### src/hw/rtl/nsfe_pkg.sv
// Shared types, codes and character helpers for the NMEA sentence field extractor.
package nsfe_pkg;

  localparam int unsigned MAX_FIELDS = 31;
  localparam int unsigned FIELD_W    = $clog2(MAX_FIELDS + 1);

  localparam logic [7:0] NEWLINE_CHAR = 8'h0A;
  localparam logic [7:0] START_RESET  = 8'h24;
  localparam logic [7:0] END_RESET    = 8'h2A;
  localparam logic [7:0] SEP_RESET    = 8'h2C;

  // configuration register indexes
  localparam logic [1:0] CFG_START_CHAR = 2'd0;
  localparam logic [1:0] CFG_END_MARK   = 2'd1;
  localparam logic [1:0] CFG_SEPARATOR  = 2'd2;

  // message kinds
  localparam logic [2:0] KIND_GGA     = 3'd0;
  localparam logic [2:0] KIND_GLL     = 3'd1;
  localparam logic [2:0] KIND_GSA     = 3'd2;
  localparam logic [2:0] KIND_GSV     = 3'd3;
  localparam logic [2:0] KIND_RMC     = 3'd4;
  localparam logic [2:0] KIND_VTG     = 3'd5;
  localparam logic [2:0] KIND_UNKNOWN = 3'd6;

  // talker sources
  localparam logic [2:0] TALKER_GP   = 3'd0;
  localparam logic [2:0] TALKER_LL   = 3'd1;
  localparam logic [2:0] TALKER_GL   = 3'd2;
  localparam logic [2:0] TALKER_GB   = 3'd3;
  localparam logic [2:0] TALKER_GN   = 3'd4;
  localparam logic [2:0] TALKER_NONE = 3'd5;

  // fields of interest
  localparam logic [FIELD_W-1:0] FLD_TIME = FIELD_W'(1);
  localparam logic [FIELD_W-1:0] FLD_LAT  = FIELD_W'(4);
  localparam logic [FIELD_W-1:0] FLD_LON  = FIELD_W'(6);
  localparam logic [FIELD_W-1:0] FLD_SATS = FIELD_W'(7);
  localparam logic [FIELD_W-1:0] FLD_DATE = FIELD_W'(9);

  typedef struct packed {
    logic [6:0] hour;
    logic [6:0] minute;
    logic [6:0] second;
    logic [6:0] day;
    logic [6:0] month;
    logic [6:0] year;
    logic [6:0] sats;
    logic [7:0] lat;
    logic [7:0] lon;
  } values_t;

  typedef struct packed {
    logic       ok;
    logic [2:0] kind;
    logic [2:0] talker;
    values_t    vals;
  } result_t;

  function automatic logic is_digit(input logic [7:0] c);
    return (c >= 8'h30) && (c <= 8'h39);
  endfunction

  function automatic logic [6:0] digit_pair(input logic [7:0] a, input logic [7:0] b);
    logic [7:0] da;
    logic [7:0] db;
    logic [7:0] sum;
    da  = a - 8'h30;
    db  = b - 8'h30;
    sum = {da[4:0], 3'b000} + {da[6:0], 1'b0} + db;
    if (!is_digit(a)) return 7'd0;
    if (!is_digit(b)) return da[6:0];
    return sum[6:0];
  endfunction

  function automatic logic [2:0] find_kind(input logic [23:0] k);
    unique case (k)
      {8'h47, 8'h47, 8'h41}: return KIND_GGA;
      {8'h47, 8'h4C, 8'h4C}: return KIND_GLL;
      {8'h47, 8'h53, 8'h41}: return KIND_GSA;
      {8'h47, 8'h53, 8'h56}: return KIND_GSV;
      {8'h52, 8'h4D, 8'h43}: return KIND_RMC;
      {8'h56, 8'h54, 8'h47}: return KIND_VTG;
      default:               return KIND_UNKNOWN;
    endcase
  endfunction

  function automatic logic [2:0] find_talker(input logic [15:0] t);
    unique case (t)
      {8'h47, 8'h50}: return TALKER_GP;
      {8'h4C, 8'h4C}: return TALKER_LL;
      {8'h47, 8'h4C}: return TALKER_GL;
      {8'h47, 8'h42}: return TALKER_GB;
      {8'h47, 8'h4E}: return TALKER_GN;
      default:        return TALKER_NONE;
    endcase
  endfunction

endpackage

### src/hw/rtl/nmea_sentence_field_extractor.sv
// NMEA sentence field extractor: per-byte parser, commit logic and result skid buffer.
//
// Usage: bytes of the serial stream enter on the input channel (in_valid_i, in_stall_o,
// rx_byte_i), one per beat. Nothing comes out until a newline closes an open sentence;
// that byte yields exactly one result beat on the output channel (out_valid_o,
// out_stall_i and the field ports), carrying the end-mark flag, message kind, held
// talker and the committed time, date, satellite count and hemisphere characters.
// Throughput: one byte per cycle while in_stall_o is low; all per-byte work is a few
// compares and a multiply-by-ten accumulate between the parser state registers.
// Stalling: a result register and a one-entry skid register sit on the output.
// While the receiver stalls, input keeps being taken until the skid register holds
// a result; in_stall_o then rises until the output drains.
// Reset: parser idle, talker none, committed values zero, start/end-mark/separator
// registers back to dollar, asterisk and comma. The user writes configuration through
// cfg_we_i/cfg_index_i/cfg_data_i only while the block is idle, unenforced by the block.
module nmea_sentence_field_extractor (
  input  logic       clk_i,
  input  logic       rst_ni,
  input  logic       cfg_we_i,
  input  logic [1:0] cfg_index_i,
  input  logic [7:0] cfg_data_i,
  input  logic       in_valid_i,
  output logic       in_stall_o,
  input  logic [7:0] rx_byte_i,
  output logic       out_valid_o,
  input  logic       out_stall_i,
  output logic       sentence_ok_o,
  output logic [2:0] message_kind_o,
  output logic [2:0] talker_code_o,
  output logic [6:0] hour_value_o,
  output logic [6:0] minute_value_o,
  output logic [6:0] second_value_o,
  output logic [6:0] day_value_o,
  output logic [6:0] month_value_o,
  output logic [6:0] year_value_o,
  output logic [6:0] satellite_count_o,
  output logic [7:0] lat_hemisphere_o,
  output logic [7:0] lon_hemisphere_o
);
  import nsfe_pkg::*;

  // configuration
  logic [7:0] start_char_q, end_char_q, sep_char_q;

  // parser state
  logic               in_sentence_q, in_sentence_d;
  logic [FIELD_W-1:0] field_num_q, field_num_d;
  logic [3:0]         field_len_q, field_len_d;
  logic [2:0]         char_pos_q, char_pos_d;
  logic [15:0]        talker_q, talker_d;
  logic [23:0]        kind_chars_q, kind_chars_d;
  logic [7:0]         capture_q [6];
  logic [7:0]         capture_d [6];
  logic               end_seen_q, end_seen_d;
  logic [6:0]         sat_acc_q, sat_acc_d;
  logic               sat_run_q, sat_run_d;

  // pending values and flags
  logic    p_time_q, p_time_d, p_date_q, p_date_d, p_sats_q, p_sats_d;
  logic    p_lat_q, p_lat_d, p_lon_q, p_lon_d;
  values_t pend_q, pend_d;

  // committed state
  logic [2:0] source_q, source_d;
  values_t    comm_q, comm_d;

  // output stage
  logic    out_valid_q, skid_valid_q;
  result_t out_q, skid_q, res;
  logic    res_valid, accept, out_ready;

  logic [10:0] sat_next;
  logic [3:0]  digit_val;
  logic [2:0]  kind;

  assign in_stall_o = skid_valid_q;
  assign accept     = in_valid_i && !in_stall_o;
  assign out_ready  = !out_valid_q || !out_stall_i;

  // low nibble of an ASCII digit is its value
  assign digit_val = rx_byte_i[3:0];
  assign sat_next  = {1'b0, sat_acc_q, 3'b000} + {3'b000, sat_acc_q, 1'b0}
                     + {7'd0, digit_val[3:0]};
  assign kind      = (char_pos_q >= 3'd5) ? find_kind(kind_chars_q) : KIND_UNKNOWN;

  always_comb begin
    in_sentence_d = in_sentence_q;
    field_num_d   = field_num_q;
    field_len_d   = field_len_q;
    char_pos_d    = char_pos_q;
    talker_d      = talker_q;
    kind_chars_d  = kind_chars_q;
    capture_d     = capture_q;
    end_seen_d    = end_seen_q;
    sat_acc_d     = sat_acc_q;
    sat_run_d     = sat_run_q;
    p_time_d      = p_time_q;
    p_date_d      = p_date_q;
    p_sats_d      = p_sats_q;
    p_lat_d       = p_lat_q;
    p_lon_d       = p_lon_q;
    pend_d        = pend_q;
    source_d      = source_q;
    comm_d        = comm_q;
    res_valid     = 1'b0;

    if (accept) begin
      if (!in_sentence_q) begin
        if (rx_byte_i == start_char_q) begin
          in_sentence_d = 1'b1;
          field_num_d   = '0;
          char_pos_d    = '0;
          talker_d      = '0;
          kind_chars_d  = '0;
          end_seen_d    = 1'b0;
          p_time_d      = 1'b0;
          p_date_d      = 1'b0;
          p_sats_d      = 1'b0;
          p_lat_d       = 1'b0;
          p_lon_d       = 1'b0;
          field_len_d   = '0;
          for (int i = 0; i < 6; i++) capture_d[i] = '0;
          sat_acc_d     = '0;
          sat_run_d     = 1'b1;
        end
      end else if (rx_byte_i != NEWLINE_CHAR) begin
        if (rx_byte_i == end_char_q) end_seen_d = 1'b1;
        if (char_pos_q < 3'd2) begin
          if (char_pos_q[0]) talker_d[7:0] = rx_byte_i;
          else               talker_d[15:8] = rx_byte_i;
        end else if (char_pos_q < 3'd5) begin
          unique case (char_pos_q)
            3'd2:    kind_chars_d[23:16] = rx_byte_i;
            3'd3:    kind_chars_d[15:8]  = rx_byte_i;
            default: kind_chars_d[7:0]   = rx_byte_i;
          endcase
        end
        if (char_pos_q < 3'd5) char_pos_d = char_pos_q + 3'd1;

        if (rx_byte_i == sep_char_q) begin
          // close the field using what it collected, then open the next one
          priority if (field_num_q == FLD_TIME && field_len_q >= 4'd6) begin
            pend_d.hour   = digit_pair(capture_q[0], capture_q[1]);
            pend_d.minute = digit_pair(capture_q[2], capture_q[3]);
            pend_d.second = digit_pair(capture_q[4], capture_q[5]);
            p_time_d      = 1'b1;
          end else if (field_num_q == FLD_DATE && field_len_q >= 4'd6) begin
            pend_d.day    = digit_pair(capture_q[0], capture_q[1]);
            pend_d.month  = digit_pair(capture_q[2], capture_q[3]);
            pend_d.year   = digit_pair(capture_q[4], capture_q[5]);
            p_date_d      = 1'b1;
          end else if (field_num_q == FLD_LAT) begin
            pend_d.lat = (field_len_q != 4'd0) ? capture_q[0] : 8'd0;
            p_lat_d    = 1'b1;
          end else if (field_num_q == FLD_LON) begin
            pend_d.lon = (field_len_q != 4'd0) ? capture_q[0] : 8'd0;
            p_lon_d    = 1'b1;
          end else if (field_num_q == FLD_SATS) begin
            pend_d.sats = sat_acc_q;
            p_sats_d    = 1'b1;
          end else begin
          end
          if (field_num_q < FIELD_W'(MAX_FIELDS)) field_num_d = field_num_q + FIELD_W'(1);
          field_len_d = '0;
          for (int i = 0; i < 6; i++) capture_d[i] = '0;
          sat_acc_d   = '0;
          sat_run_d   = 1'b1;
        end else begin
          if (field_len_q < 4'd6) capture_d[field_len_q[2:0]] = rx_byte_i;
          if (field_len_q < 4'd15) field_len_d = field_len_q + 4'd1;
          if (sat_run_q && is_digit(rx_byte_i)) begin
            sat_acc_d = (sat_next > 11'd99) ? 7'd99 : sat_next[6:0];
          end else begin
            sat_run_d = 1'b0;
          end
        end
      end else begin
        // newline closes the sentence; commit only with the end mark
        in_sentence_d = 1'b0;
        res_valid     = 1'b1;
        if (end_seen_q) begin
          if (source_q == TALKER_NONE && char_pos_q >= 3'd2) source_d = find_talker(talker_q);
          if (kind == KIND_GGA) begin
            if (p_time_q) begin
              comm_d.hour   = pend_q.hour;
              comm_d.minute = pend_q.minute;
              comm_d.second = pend_q.second;
            end
            if (p_sats_q) comm_d.sats = pend_q.sats;
          end else if (kind == KIND_RMC) begin
            if (p_time_q) begin
              comm_d.hour   = pend_q.hour;
              comm_d.minute = pend_q.minute;
              comm_d.second = pend_q.second;
            end
            if (p_date_q) begin
              comm_d.day   = pend_q.day;
              comm_d.month = pend_q.month;
              comm_d.year  = pend_q.year;
            end
            if (p_lat_q) comm_d.lat = pend_q.lat;
            if (p_lon_q) comm_d.lon = pend_q.lon;
          end
        end
      end
    end
  end

  always_comb begin
    res.ok     = end_seen_q;
    res.kind   = kind;
    res.talker = source_d;
    res.vals   = comm_d;
  end

  always_ff @(posedge clk_i or negedge rst_ni) begin
    if (!rst_ni) begin
      start_char_q  <= START_RESET;
      end_char_q    <= END_RESET;
      sep_char_q    <= SEP_RESET;
      in_sentence_q <= 1'b0;
      field_num_q   <= '0;
      field_len_q   <= '0;
      char_pos_q    <= '0;
      talker_q      <= '0;
      kind_chars_q  <= '0;
      for (int i = 0; i < 6; i++) capture_q[i] <= '0;
      end_seen_q    <= 1'b0;
      sat_acc_q     <= '0;
      sat_run_q     <= 1'b1;
      p_time_q      <= 1'b0;
      p_date_q      <= 1'b0;
      p_sats_q      <= 1'b0;
      p_lat_q       <= 1'b0;
      p_lon_q       <= 1'b0;
      pend_q        <= '0;
      source_q      <= TALKER_NONE;
      comm_q        <= '0;
    end else begin
      if (cfg_we_i) begin
        unique case (cfg_index_i)
          CFG_START_CHAR: start_char_q <= cfg_data_i;
          CFG_END_MARK:   end_char_q   <= cfg_data_i;
          CFG_SEPARATOR:  sep_char_q   <= cfg_data_i;
          default: ;
        endcase
      end
      in_sentence_q <= in_sentence_d;
      field_num_q   <= field_num_d;
      field_len_q   <= field_len_d;
      char_pos_q    <= char_pos_d;
      talker_q      <= talker_d;
      kind_chars_q  <= kind_chars_d;
      capture_q     <= capture_d;
      end_seen_q    <= end_seen_d;
      sat_acc_q     <= sat_acc_d;
      sat_run_q     <= sat_run_d;
      p_time_q      <= p_time_d;
      p_date_q      <= p_date_d;
      p_sats_q      <= p_sats_d;
      p_lat_q       <= p_lat_d;
      p_lon_q       <= p_lon_d;
      pend_q        <= pend_d;
      source_q      <= source_d;
      comm_q        <= comm_d;
    end
  end

  // result register plus one-entry skid
  always_ff @(posedge clk_i or negedge rst_ni) begin
    if (!rst_ni) begin
      out_valid_q  <= 1'b0;
      skid_valid_q <= 1'b0;
    end else if (skid_valid_q) begin
      if (out_ready) begin
        out_valid_q  <= 1'b1;
        skid_valid_q <= 1'b0;
      end
    end else if (res_valid) begin
      if (out_ready) out_valid_q  <= 1'b1;
      else           skid_valid_q <= 1'b1;
    end else if (out_ready) begin
      out_valid_q <= 1'b0;
    end
  end

  always_ff @(posedge clk_i) begin
    if (skid_valid_q) begin
      if (out_ready) out_q <= skid_q;
    end else if (res_valid) begin
      if (out_ready) out_q  <= res;
      else           skid_q <= res;
    end
  end

  assign out_valid_o       = out_valid_q;
  assign sentence_ok_o     = out_q.ok;
  assign message_kind_o    = out_q.kind;
  assign talker_code_o     = out_q.talker;
  assign hour_value_o      = out_q.vals.hour;
  assign minute_value_o    = out_q.vals.minute;
  assign second_value_o    = out_q.vals.second;
  assign day_value_o       = out_q.vals.day;
  assign month_value_o     = out_q.vals.month;
  assign year_value_o      = out_q.vals.year;
  assign satellite_count_o = out_q.vals.sats;
  assign lat_hemisphere_o  = out_q.vals.lat;
  assign lon_hemisphere_o  = out_q.vals.lon;

endmodule

### config.mk
export PLATFORM = sky130hd
export DESIGN_NAME = nmea_sentence_field_extractor
export DESIGN_NICKNAME = d
export VERILOG_FILES = /design/src/hw/rtl/nsfe_pkg.sv /design/src/hw/rtl/nmea_sentence_field_extractor.sv
export SDC_FILE = /design/constraint.sdc
export NUM_CORES = 1
export LEC_CHECK = 0
export ABC_CLOCK_PERIOD_IN_PS = 12100
export BUFFER_PORTS_ARGS = -buffer_cell sky130_fd_sc_hd__buf_2
export CORE_MARGIN = 8
export CORE_UTILIZATION = 38
export DETAILED_ROUTE_END_ITERATION = 10
export GPL_TIMING_DRIVEN = 0
export PLACE_DENSITY = 0.55
export SLEW_MARGIN = 15
export SYNTH_ARGS = -nofsm -noshare
export SYNTH_HDL_FRONTEND = slang
export SYNTH_SLANG_ARGS = --single-unit
### constraint.sdc
create_clock -name clk_i -period 12.1 [get_ports clk_i]
set_clock_uncertainty 0.15 [all_clocks]
set_input_delay 1.21 -clock clk_i [delete_from_list [all_inputs] [get_ports clk_i]]
set_output_delay 1.21 -clock clk_i [all_outputs]
set_load 0.03 [all_outputs]
==> out/qor.txt, run 1 <==
outcome: finished, final reports clean
Die Wd: 240 µm
Initial Util: 38.3%
most frequent cells in the layout: 263 x dfrtp_1, 237 x nand2_1, 144 x edfxtp_1, 113 x o21ai_0, 108 x buf_2
residual DRC count: 0
first-pass GRT wire length: 75500 µm
Post-Route WL: 47700 µm
cts hold-fix bufs: 0
CP dominant cell by count: buf_2
GRT Overall Usage: 16.6%
clk slew on worst S/H paths: 0.06 ns
synthesis-to-finish area growth: 16.0%
Worst Path Required: 12.34 ns
synthesized area per cell: 11.7 µm²
vias in the first global route: 13000
slowest stage delay, CP: 0.71 ns
Hold Crit Depth: 2
number of flops mapped to enable cells by yosys: 144
# clock sinks: 418
DP HPWL: 34600 µm
post-cts resize count: 0
post-synthesis cell area: 19100 µm²
Clock Latency Late Sink: 0.58 ns
Clk Tree Root Cell: clkbuf_16
Hold Vio Cnt, Final: 0
Seq/Total Area, Yosys: 58.5%
clock buffer count from CTS: 46
Final min period: 4.36 ns
CTS tree: yes
largest net degree at the start of global routing: 80
Initial DRT Pass Iterations: 5
synth warn: 0
RSZ-0062 raised after global routing: false
Slew Viols, Final: 0
power per standard cell area: 149 nW/µm²
I/O pin count: 97
Routed wire per std cell: 19.1 µm
die area: 57800 µm²
Arrival @ worst endpoint: 4.61 ns
vias per inst: 5.21
antenna violations before repair: 1
Worst Setup Path Type: input port to flip-flop
CP Depth: 9
syn_nets: 1728
Setup TNS: 0 ns
Antenna Nets Post-Route: 0
Yosys cell types: 83
total grt overflow: 0
Peak Freq: 229 MHz
Rows: 82
post-synthesis register bit count: 418
port bufs: 90
GP Congestion: 0.826
via count: 13000
net count reported at finish: 1875
period utilization: 36.0%
Worst Max-Slew Pin Slew: 1.24 ns
Reg2Reg Depth: 9
Worst Setup End Kind: flip-flop
relative slew slack: 17.0%
Final setup viols: 0
Synth async-reset ratio: 65.6%
worst ir drop on vdd: 0.0916 mV
die height: 240 µm
max-cap violation count: 0
Hold Path Class: flip-flop to flip-flop
initial drt markers: 845
cell count after synthesis: 1637
crit-path cells: buf_2 -> clkbuf_1 -> nor4b_2 -> nand4_1 -> o21bai_1 -> nor4_2 -> buf_2 -> nand3_1 -> a31oi_1
Post-CTS Setup Repair Bufs: 0
layout cell share with drive strength beyond 1: 18.9%
most common cell after layout, fill and taps aside: dfrtp_1
hold_ws: 0.329 ns
Critical-path top delay cell: nor4_2
Core Region: 50000 µm²
Startpoint Class: input port
CP delay by family, top: simple AND/OR/NAND/NOR gates
crit-path max FO: 10
H-tree level count: 2
Synth Flop Type: dfrtp_1
crit path buf inv count: 3
CTS Buffer Depth: 3
leakage power: 9.27 nW
## layer usage
layer / part of all wire [%] / global-route usage [%]
met1: 46 / 23.1
met2: 47 / 26.7
met3: 4.2 / 2.60
met4: 2.4 / 4.69
met5: 0 / 0
## worst register-to-register path, cell delays in order (launching register included)
cell and delay (ns):
dfrtp_1 0.41, clkbuf_1 0.54, nand2b_1 0.37, or3_1 0.40, o31ai_2 0.69, buf_2 0.36, nand2_1 0.21, clkbuf_1 0.25
nand2_1 0.10, o21ai_0 0.08
## flip-flops by register name, indices dropped and copies added, names as in the netlist, 8 cells and up
signal,count
capture_q,48
comm_q,65
end_char_q,8
kind_chars_q,24
lat_hemisphere_o,8
lon_hemisphere_o,8
pend_q,65
sep_char_q,8
skid_q,72
start_char_q,8
talker_q,16
## final timing paths
path	start	to	slack, ns
max in group asynchronous	rst_ni	comm_q[28]$_DFF_PN0_	10.63
max	rx_byte_i[2]	lat_hemisphere_o[6]$_DFFE_PP_	7.74
min	talker_q[14]$_DFFE_PN0P_	talker_q[14]$_DFFE_PN0P_	0.33
min in group asynchronous	rst_ni	talker_q[2]$_DFFE_PN0P_	0.40
max reg2reg	in_stall_o$_DFF_PN0_	kind_chars_q[3]$_DFFE_PN0P_	8.39
min reg2reg	talker_q[14]$_DFFE_PN0P_	talker_q[14]$_DFFE_PN0P_	0.33
## metrics by stage
step | area, µm² | instances | util [%] | worst slack [ns] | power [mW]
after floorplan | 19100 | 1637 | - | 5.91 | 1.83
after CTS | 22200 | 2493 | 44.4 | 7.78 | 3.36
after global placement | 20400 | 2399 | 40.9 | 3.77 | 1.94
final | 22200 | 2494 | 44.4 | 7.74 | 3.32
after detailed placement | 20700 | 2408 | 41.4 | 7.17 | 1.95
after global routing | 22200 | 2493 | 44.4 | 7.68 | 3.47
## power by group
group | total, mW | internal (mW) | switching (mW) | leakage (nW)
sequential | 1.59 | 1.53 | 0.0609 | 4.87
clock | 1.39 | 0.822 | 0.567 | 0.736
combinational | 0.340 | 0.121 | 0.218 | 3.67
## area by class of cell
cell class,instances,area [µm²]
timing repair buffer,99,678
tap,672,841
inverter,64,240
sequential,418,11200
clock buffer,67,1320
multi-input combinational,1082,7420
fill,4711,27800
antenna,1,2.50
buffer,73,320
clock inverter,18,186
## cell usage after synthesis, drive strengths merged, types with 12 or more instances
library cell	n	area, µm²
o311ai	22	298
a31oi	16	100
o21ai	153	769
nor2	72	278
mux2i	13	130
buf	27	148
a21oi	28	144
ha	54	676
or4	12	97.6
o31ai	33	253
nand3	83	415
nor2b	12	75.1
nand2	238	896
o211ai	26	200
inv	64	240
clkbuf	46	173
nor3	19	95.1
mux2	101	1140
dfrtp	263	6580
fa	14	280
edfxtp	144	4320
xnor2	36	315
nand4	13	81.3
## cell families after synthesis
group	Yosys count	synth area share (%)
AO/OA/AOI/OAI	328	11.6
XOR/XNOR	47	2.15
adder cells (fa/ha/maj)	68	4.99
flip-flops	418	58.5
AND/OR/NAND/NOR	525	13.2
buffers and inverters	137	2.93
multiplexers	114	6.62
No activity file was read; power rests on OpenSTA's default activity.
==> run 2: changes to the inputs <==
Settings changed: ABC_CLOCK_PERIOD_IN_PS 12100 to 3700, PLACE_DENSITY 0.55 to 0.57.
Clock period 12.1 ns to 3.7 ns, I/O delays scaled along.
==> out/qor.txt, run 2 (synthesized netlist as in run 1, its figures left out) <==
Hold Vio Cnt, Final: 0 (unchanged)
outcome: finished, final reports clean
CTS Buffer Depth: 3 (unchanged)
Clock Latency Late Sink: 0.59 ns (about the same)
first-pass GRT wire length: 76400 µm (+1.2%)
Worst Setup End Kind: flip-flop
clock buffer count from CTS: 48 (+4.3%)
power per standard cell area: 494 nW/µm² (+230%)
leakage power: 9.35 nW (+0.86%)
GRT Overall Usage: 16.8% (+0.14 points)
layout cell share with drive strength beyond 1: 18.9% (about the same)
fin area: 22400 µm² (+0.95%)
residual DRC count: 0 (unchanged)
Arrival @ worst endpoint: 3.71 ns (-0.90 ns)
# clock sinks: 418 (unchanged)
Rows: 82 (unchanged)
Worst Setup Path Type: input port to flip-flop
Final setup viols: 0 (unchanged)
die height: 240 µm (unchanged)
RSZ-0062 raised after global routing: false
Hold Path Class: input port to flip-flop
most common cell after layout, fill and taps aside: dfrtp_1
Antenna Nets Post-Route: 0 (unchanged)
Total Power: 11.1 mW (+230%)
Worst Setup SP: rx_byte_i[2]
Placed Area: 20700 µm² (+0.11%)
max reg flops: 72 (unchanged)
largest registers: skid_q (72), comm_q (65), pend_q (65)
R2R Setup Slk: 0.24 ns (-8.15 ns)
antenna cells: 0 (-1)
GRT met2 Usage: 27.1% (+0.32 points)
crit-path max FO: 10 (unchanged)
Slew Viols, Final: 0 (unchanged)
largest net degree at the start of global routing: 97 (+21%)
max-cap violation count: 0 (unchanged)
Worst Path Required: 3.91 ns (-8.43 ns)
Clk Tree Root Cell: clkbuf_16
antenna violations before repair: 1 (unchanged)
relative slew slack: 19.9% (+2.9 points)
I/O pin count: 97 (unchanged)
CTS tree: yes
Core Region: 50000 µm² (unchanged)
vias in the first global route: 13300 (+2.7%)
via count: 13100 (+0.66%)
Die Wd: 240 µm (unchanged)
worst ir drop on vdd: 0.340 mV (+270%)
busiest layer in global routing: met2
Final min period: 3.51 ns
vias per inst: 5.21 (about the same)
Initial Util: 38.3% (unchanged)
DP HPWL: 34700 µm (+0.18%)
total grt overflow: 0 (unchanged)
global-route track usage on met3: 2.84% (+0.24 points)
worst flop-to-flop path startpoint: kind_chars_q[5]$_DFFE_PN0P_
Placed Cells: 2408 (unchanged)
most frequent cells in the layout: 263 x dfrtp_1, 237 x nand2_1, 144 x edfxtp_1, 113 x o21ai_0, 108 x buf_2
clk slew on worst S/H paths: 0.06 ns (about the same)
period utilization: 94.8%
initial drt markers: 871 (+3.1%)
Peak Freq: 285 MHz
largest reg by FF count: skid_q
synthesis-to-finish area growth: 17.1%
fin cells: 2509 (+0.60%)
port bufs: 90 (unchanged)
hold path startpoint: rx_byte_i[1]
Startpoint Class: input port
Initial DRT Pass Iterations: 6 (+1)
H-tree level count: 2 (unchanged)
Post-Route WL: 47900 µm (+0.50%)
net count reported at finish: 1888 (+0.69%)
Routed wire per std cell: 19.1 µm (about the same)
GRT met1 Usage: 22.5% (-0.57 points)
die area: 57800 µm² (unchanged)
Worst Max-Slew Pin Slew: 1.20 ns (-0.0458 ns)
GP Congestion: 0.837 (+1.3%)
Setup TNS: 0 ns (unchanged)
==> run 2: changes by cell type in the layout (fill, tap and decap cells not counted), sizes merged <==
cell	delta
inv	+2
clkbuf	+6
clkinvlp	+3
bufinv	+1
dlygate4sd3	+11
diode	-1
clkinv	-7
==> run 2: where the power goes <==
part	leakage (nW)	internal (mW)	switching, mW	total [mW]
registers	4.87	4.99	0.199	5.19
clock network	0.756	2.83	1.92	4.75
logic	3.73	0.406	0.716	1.12
==> run 2: final cells by class <==
class / count / area (µm²)
Buffer: 73 / 322
Clock buffer: 73 / 1360
Clock inverter: 17 / 223
Fill cell: 4643 / 27600
Inverter: 64 / 240
Multi-Input combinational cell: 1082 / 7430
Sequential cell: 418 / 11200
Tap cell: 672 / 841
Timing Repair Buffer: 110 / 811
==> run 2: through the flow <==
stage               util (%)  setup WS, ns  hold WS (ns)
finish                  44.9         0.193         0.106
global route            44.9        0.0500         0.133
CTS                     44.8         0.134        0.0891
detailed placement      41.5        -0.375         0.293
global placement        40.9         -3.21         0.305
floorplan                  -         0.105       -0.0756
==> run 2: per-layer routing <==
layer	share of wire (%)	vias to the layer above
met1	46	6478
met2	47	252
met3	4.1	84
met4	3.1	0
li1	-	6257
met5	0	-
==> run 2: path summary, 6_finish.rpt <==
path | to | cells after the start
max | lat_hemisphere_o[6]$_DFFE_PP_ | 9
min | sat_acc_q[1]$_DFFE_PN0P_ | 4
max reg2reg | lat_hemisphere_o[2]$_DFFE_PP_ | 7
min reg2reg | capture_q[16]$_DFFE_PN0P_ | 2
max in group asynchronous | comm_q[1]$_DFF_PN0_ | 4
min in group asynchronous | source_q[1]$_DFF_PN0_ | 3
==> run 2: worst max-delay path, cell delays in order <==
cell and delay (ns):
buf_2 0.14, clkbuf_1 0.25, nor4b_2 0.49, nand4_1 0.38
o21bai_1 0.42, nor4_2 0.71, buf_2 0.39, nand3_1 0.20
a31oi_1 0.37
==> run 2: repair_timing <==
| item | CTS | global route |
|---|---|---|
| hold endpoints to repair | 111 | 0 |
| cloned | 0 | 0 |
| hold buffers | 11 | 0 |
| resized for setup | 1 | 1 |
| pin swaps | 0 | 0 |
| endpoints found under the setup margin | 26 | 1 |
| setup buffers | 0 | 0 |
==> run 3: changes to the inputs <==
==> constraint.sdc (replaced) <==
create_clock -name clk_i -period 3.7 [get_ports clk_i]
set_clock_uncertainty 0.15 [all_clocks]
set_input_delay 0.74 -clock clk_i [delete_from_list [all_inputs] [get_ports clk_i]]
set_output_delay 0.74 -clock clk_i [all_outputs]
set_load 0.03 [all_outputs]
==> out/qor.txt, run 3 (synthesized netlist as in run 1, its figures left out) <==
max reg flops: 72 (unchanged)
layout cell share with drive strength beyond 1: 19.4% (+0.54 points)
Final min period: 3.49 ns (-0.0220 ns)
die area: 57800 µm² (unchanged)
fin area: 22300 µm² (-0.51%)
CTS Buffer Depth: 3 (unchanged)
Placed Area: 20700 µm² (about the same)
leakage power: 9.32 nW (-0.29%)
Hold Vio Cnt, Final: 0 (unchanged)
initial drt markers: 1051 (+21%)
crit-path cells: or3b_1 -> or4_1 -> o21bai_1 -> or4_1 -> buf_4 -> nor2_1 -> o311ai_1
CP dominant cell by count: or4_1
Peak Freq: 287 MHz (+0.63%)
crit-path max FO: 10 (unchanged)
Critical-path top delay cell: or4_1
synthesis-to-finish area growth: 16.5%
Antenna Nets Post-Route: 0 (unchanged)
max-cap violation count: 0 (unchanged)
clk slew on worst S/H paths: 0.06 ns (about the same)
I/O pin count: 97 (unchanged)
vias per inst: 5.25 (+0.77%)
clock buffer count from CTS: 46 (-4.2%)
Startpoint Class: flip-flop
largest reg by FF count: skid_q
Total Power: 10.8 mW (-2.1%)
slowest stage delay, CP: 0.56 ns (-0.15 ns)
Core Region: 50000 µm² (unchanged)
Hold Path Class: input port to flip-flop
Worst Path Required: 3.86 ns (-0.05 ns)
Clk Tree Root Cell: clkbuf_16
most frequent cells in the layout: 263 x dfrtp_1, 237 x nand2_1, 144 x edfxtp_1, 113 x o21ai_0, 108 x buf_2
Worst Setup End Kind: flip-flop
power per standard cell area: 486 nW/µm² (-1.6%)
outcome: finished, final reports clean
Setup TNS: 0 ns (unchanged)
Worst Max-Slew Pin Slew: 1.16 ns (-0.0343 ns)
antenna violations before repair: 2 (+1)
Initial Util: 38.3% (unchanged)
CTS tree: yes
net count reported at finish: 1880 (-0.42%)
die height: 240 µm (unchanged)
GRT Overall Usage: 16.9% (+0.17 points)
via count: 13100 (+0.41%)
total grt overflow: 0 (unchanged)
Initial DRT Pass Iterations: 5 (-1)
port bufs: 90 (unchanged)
Slew Viols, Final: 0 (unchanged)
worst ir drop on vdd: 0.323 mV (-5.0%)
period utilization: 94.2% (-0.60 points)
# clock sinks: 418 (unchanged)
H-tree level count: 2 (unchanged)
relative slew slack: 22.2% (+2.3 points)
Worst Setup Path Type: flip-flop to flip-flop
Clock Latency Late Sink: 0.59 ns (about the same)
Rows: 82 (unchanged)
RSZ-0062 raised after global routing: false
residual DRC count: 0 (unchanged)
GP Congestion: 0.835 (-0.24%)
Fill cells: 4743 (+2.2%)
Arrival @ worst endpoint: 3.65 ns (-0.06 ns)
first-pass GRT wire length: 76800 µm (+0.58%)
Post-Route WL: 48200 µm (+0.48%)
Routed wire per std cell: 19.3 µm (+0.84%)
largest net degree at the start of global routing: 87 (-10%)
Die Wd: 240 µm (unchanged)
largest registers: skid_q (72), comm_q (65), pend_q (65)
vias in the first global route: 13500 (+0.90%)
DP HPWL: 35000 µm (+0.97%)
Final setup viols: 0 (unchanged)
most common cell after layout, fill and taps aside: dfrtp_1
[run 3: cell count changes in the layout (fill, tap and decap cells not counted), sizes merged]
cell         previous run  this run
clkbuf                119       117
clkinvlp                3         0
diode                   0         1
inv                    66        67
clkinv                  8        10
dlygate4sd3            11         1
bufinv                  4         2
buf                   126       130
[run 3: stage by stage]
| stage | hold slack (ns) | utilization (%) | worst slack (ns) | instances |
|---|---|---|---|---|
| after floorplan | 0.292 | - | 0.253 | 1637 |
| after global placement | 0.304 | 40.9 | -3.59 | 2399 |
| after detailed placement | 0.323 | 41.5 | -0.806 | 2409 |
| after CTS | 0.252 | 44.6 | 0.0387 | 2496 |
| after global routing | 0.265 | 44.6 | 0.0387 | 2499 |
| final | 0.286 | 44.6 | 0.215 | 2500 |
[run 3: critical path, delay by kind of cell (launching register included)]
| kind | cells | cell delay, ns |
|---|---|---|
| compound gates | 2 | 1.02 |
| simple gates | 4 | 1.43 |
| flops | 1 | 0.38 |
| buf+inv | 1 | 0.24 |
[run 3: worst paths after layout]
| path | from | end | slack [ns] | depth (start not counted) |
|---|---|---|---|---|
| worst max-delay path | kind_chars_q[5]$_DFFE_PN0P_ | lat_hemisphere_o[2]$_DFFE_PP_ | 0.21 | 7 |
| worst min-delay path | cfg_data_i[7] | end_char_q[7]$_DFFE_PN0P_ | 0.29 | 2 |
| worst max register to register | kind_chars_q[5]$_DFFE_PN0P_ | lat_hemisphere_o[2]$_DFFE_PP_ | 0.21 | 7 |
| worst min register to register | capture_q[32]$_DFFE_PN0P_ | capture_q[32]$_DFFE_PN0P_ | 0.33 | 2 |
| max in group asynchronous | rst_ni | comm_q[25]$_DFF_PN0_ | 1.77 | 4 |
| min in group asynchronous | rst_ni | talker_q[11]$_DFFE_PN0P_ | 0.49 | 2 |
[run 3: power by group]
part	internal [mW]	switching (mW)	total, mW
sequential	4.99	0.198	5.19
combinational	0.399	0.716	1.11
clock	2.69	1.83	4.52
total	8.08	2.75	10.8
[run 3: metal layers]
layer	GRT usage, %	up-vias	wire (µm)
met4	6.56	2	1680
met3	3.40	91	2350
met5	0	-	15
met2	27.3	273	22600
met1	22.3	6521	21500
li1	-	6238	-
[run 3: what timing repair did]
| item | CTS | global route |
|---|---|---|
| hold endpoints to repair | 25 | 0 |
| resized for setup | 3 | 0 |
| setup buffers | 0 | 3 |
| hold buffers | 1 | 0 |
| endpoints found under the setup margin | 59 | 5 |
| pin swaps | 0 | 2 |
[run 3: final cells by class]
cell class	count	area [µm²]	share of cell area (%)
buffer	73	322	1.44
sequential	418	11200	50.2
clock inverter	15	144	0.645
inverter	64	240	1.08
clock buffer	71	1370	6.13
timing repair buffer	104	753	3.38
antenna	1	2.50	0.0112
multi-input combinational	1082	7430	33.3
tap	672	841	3.77
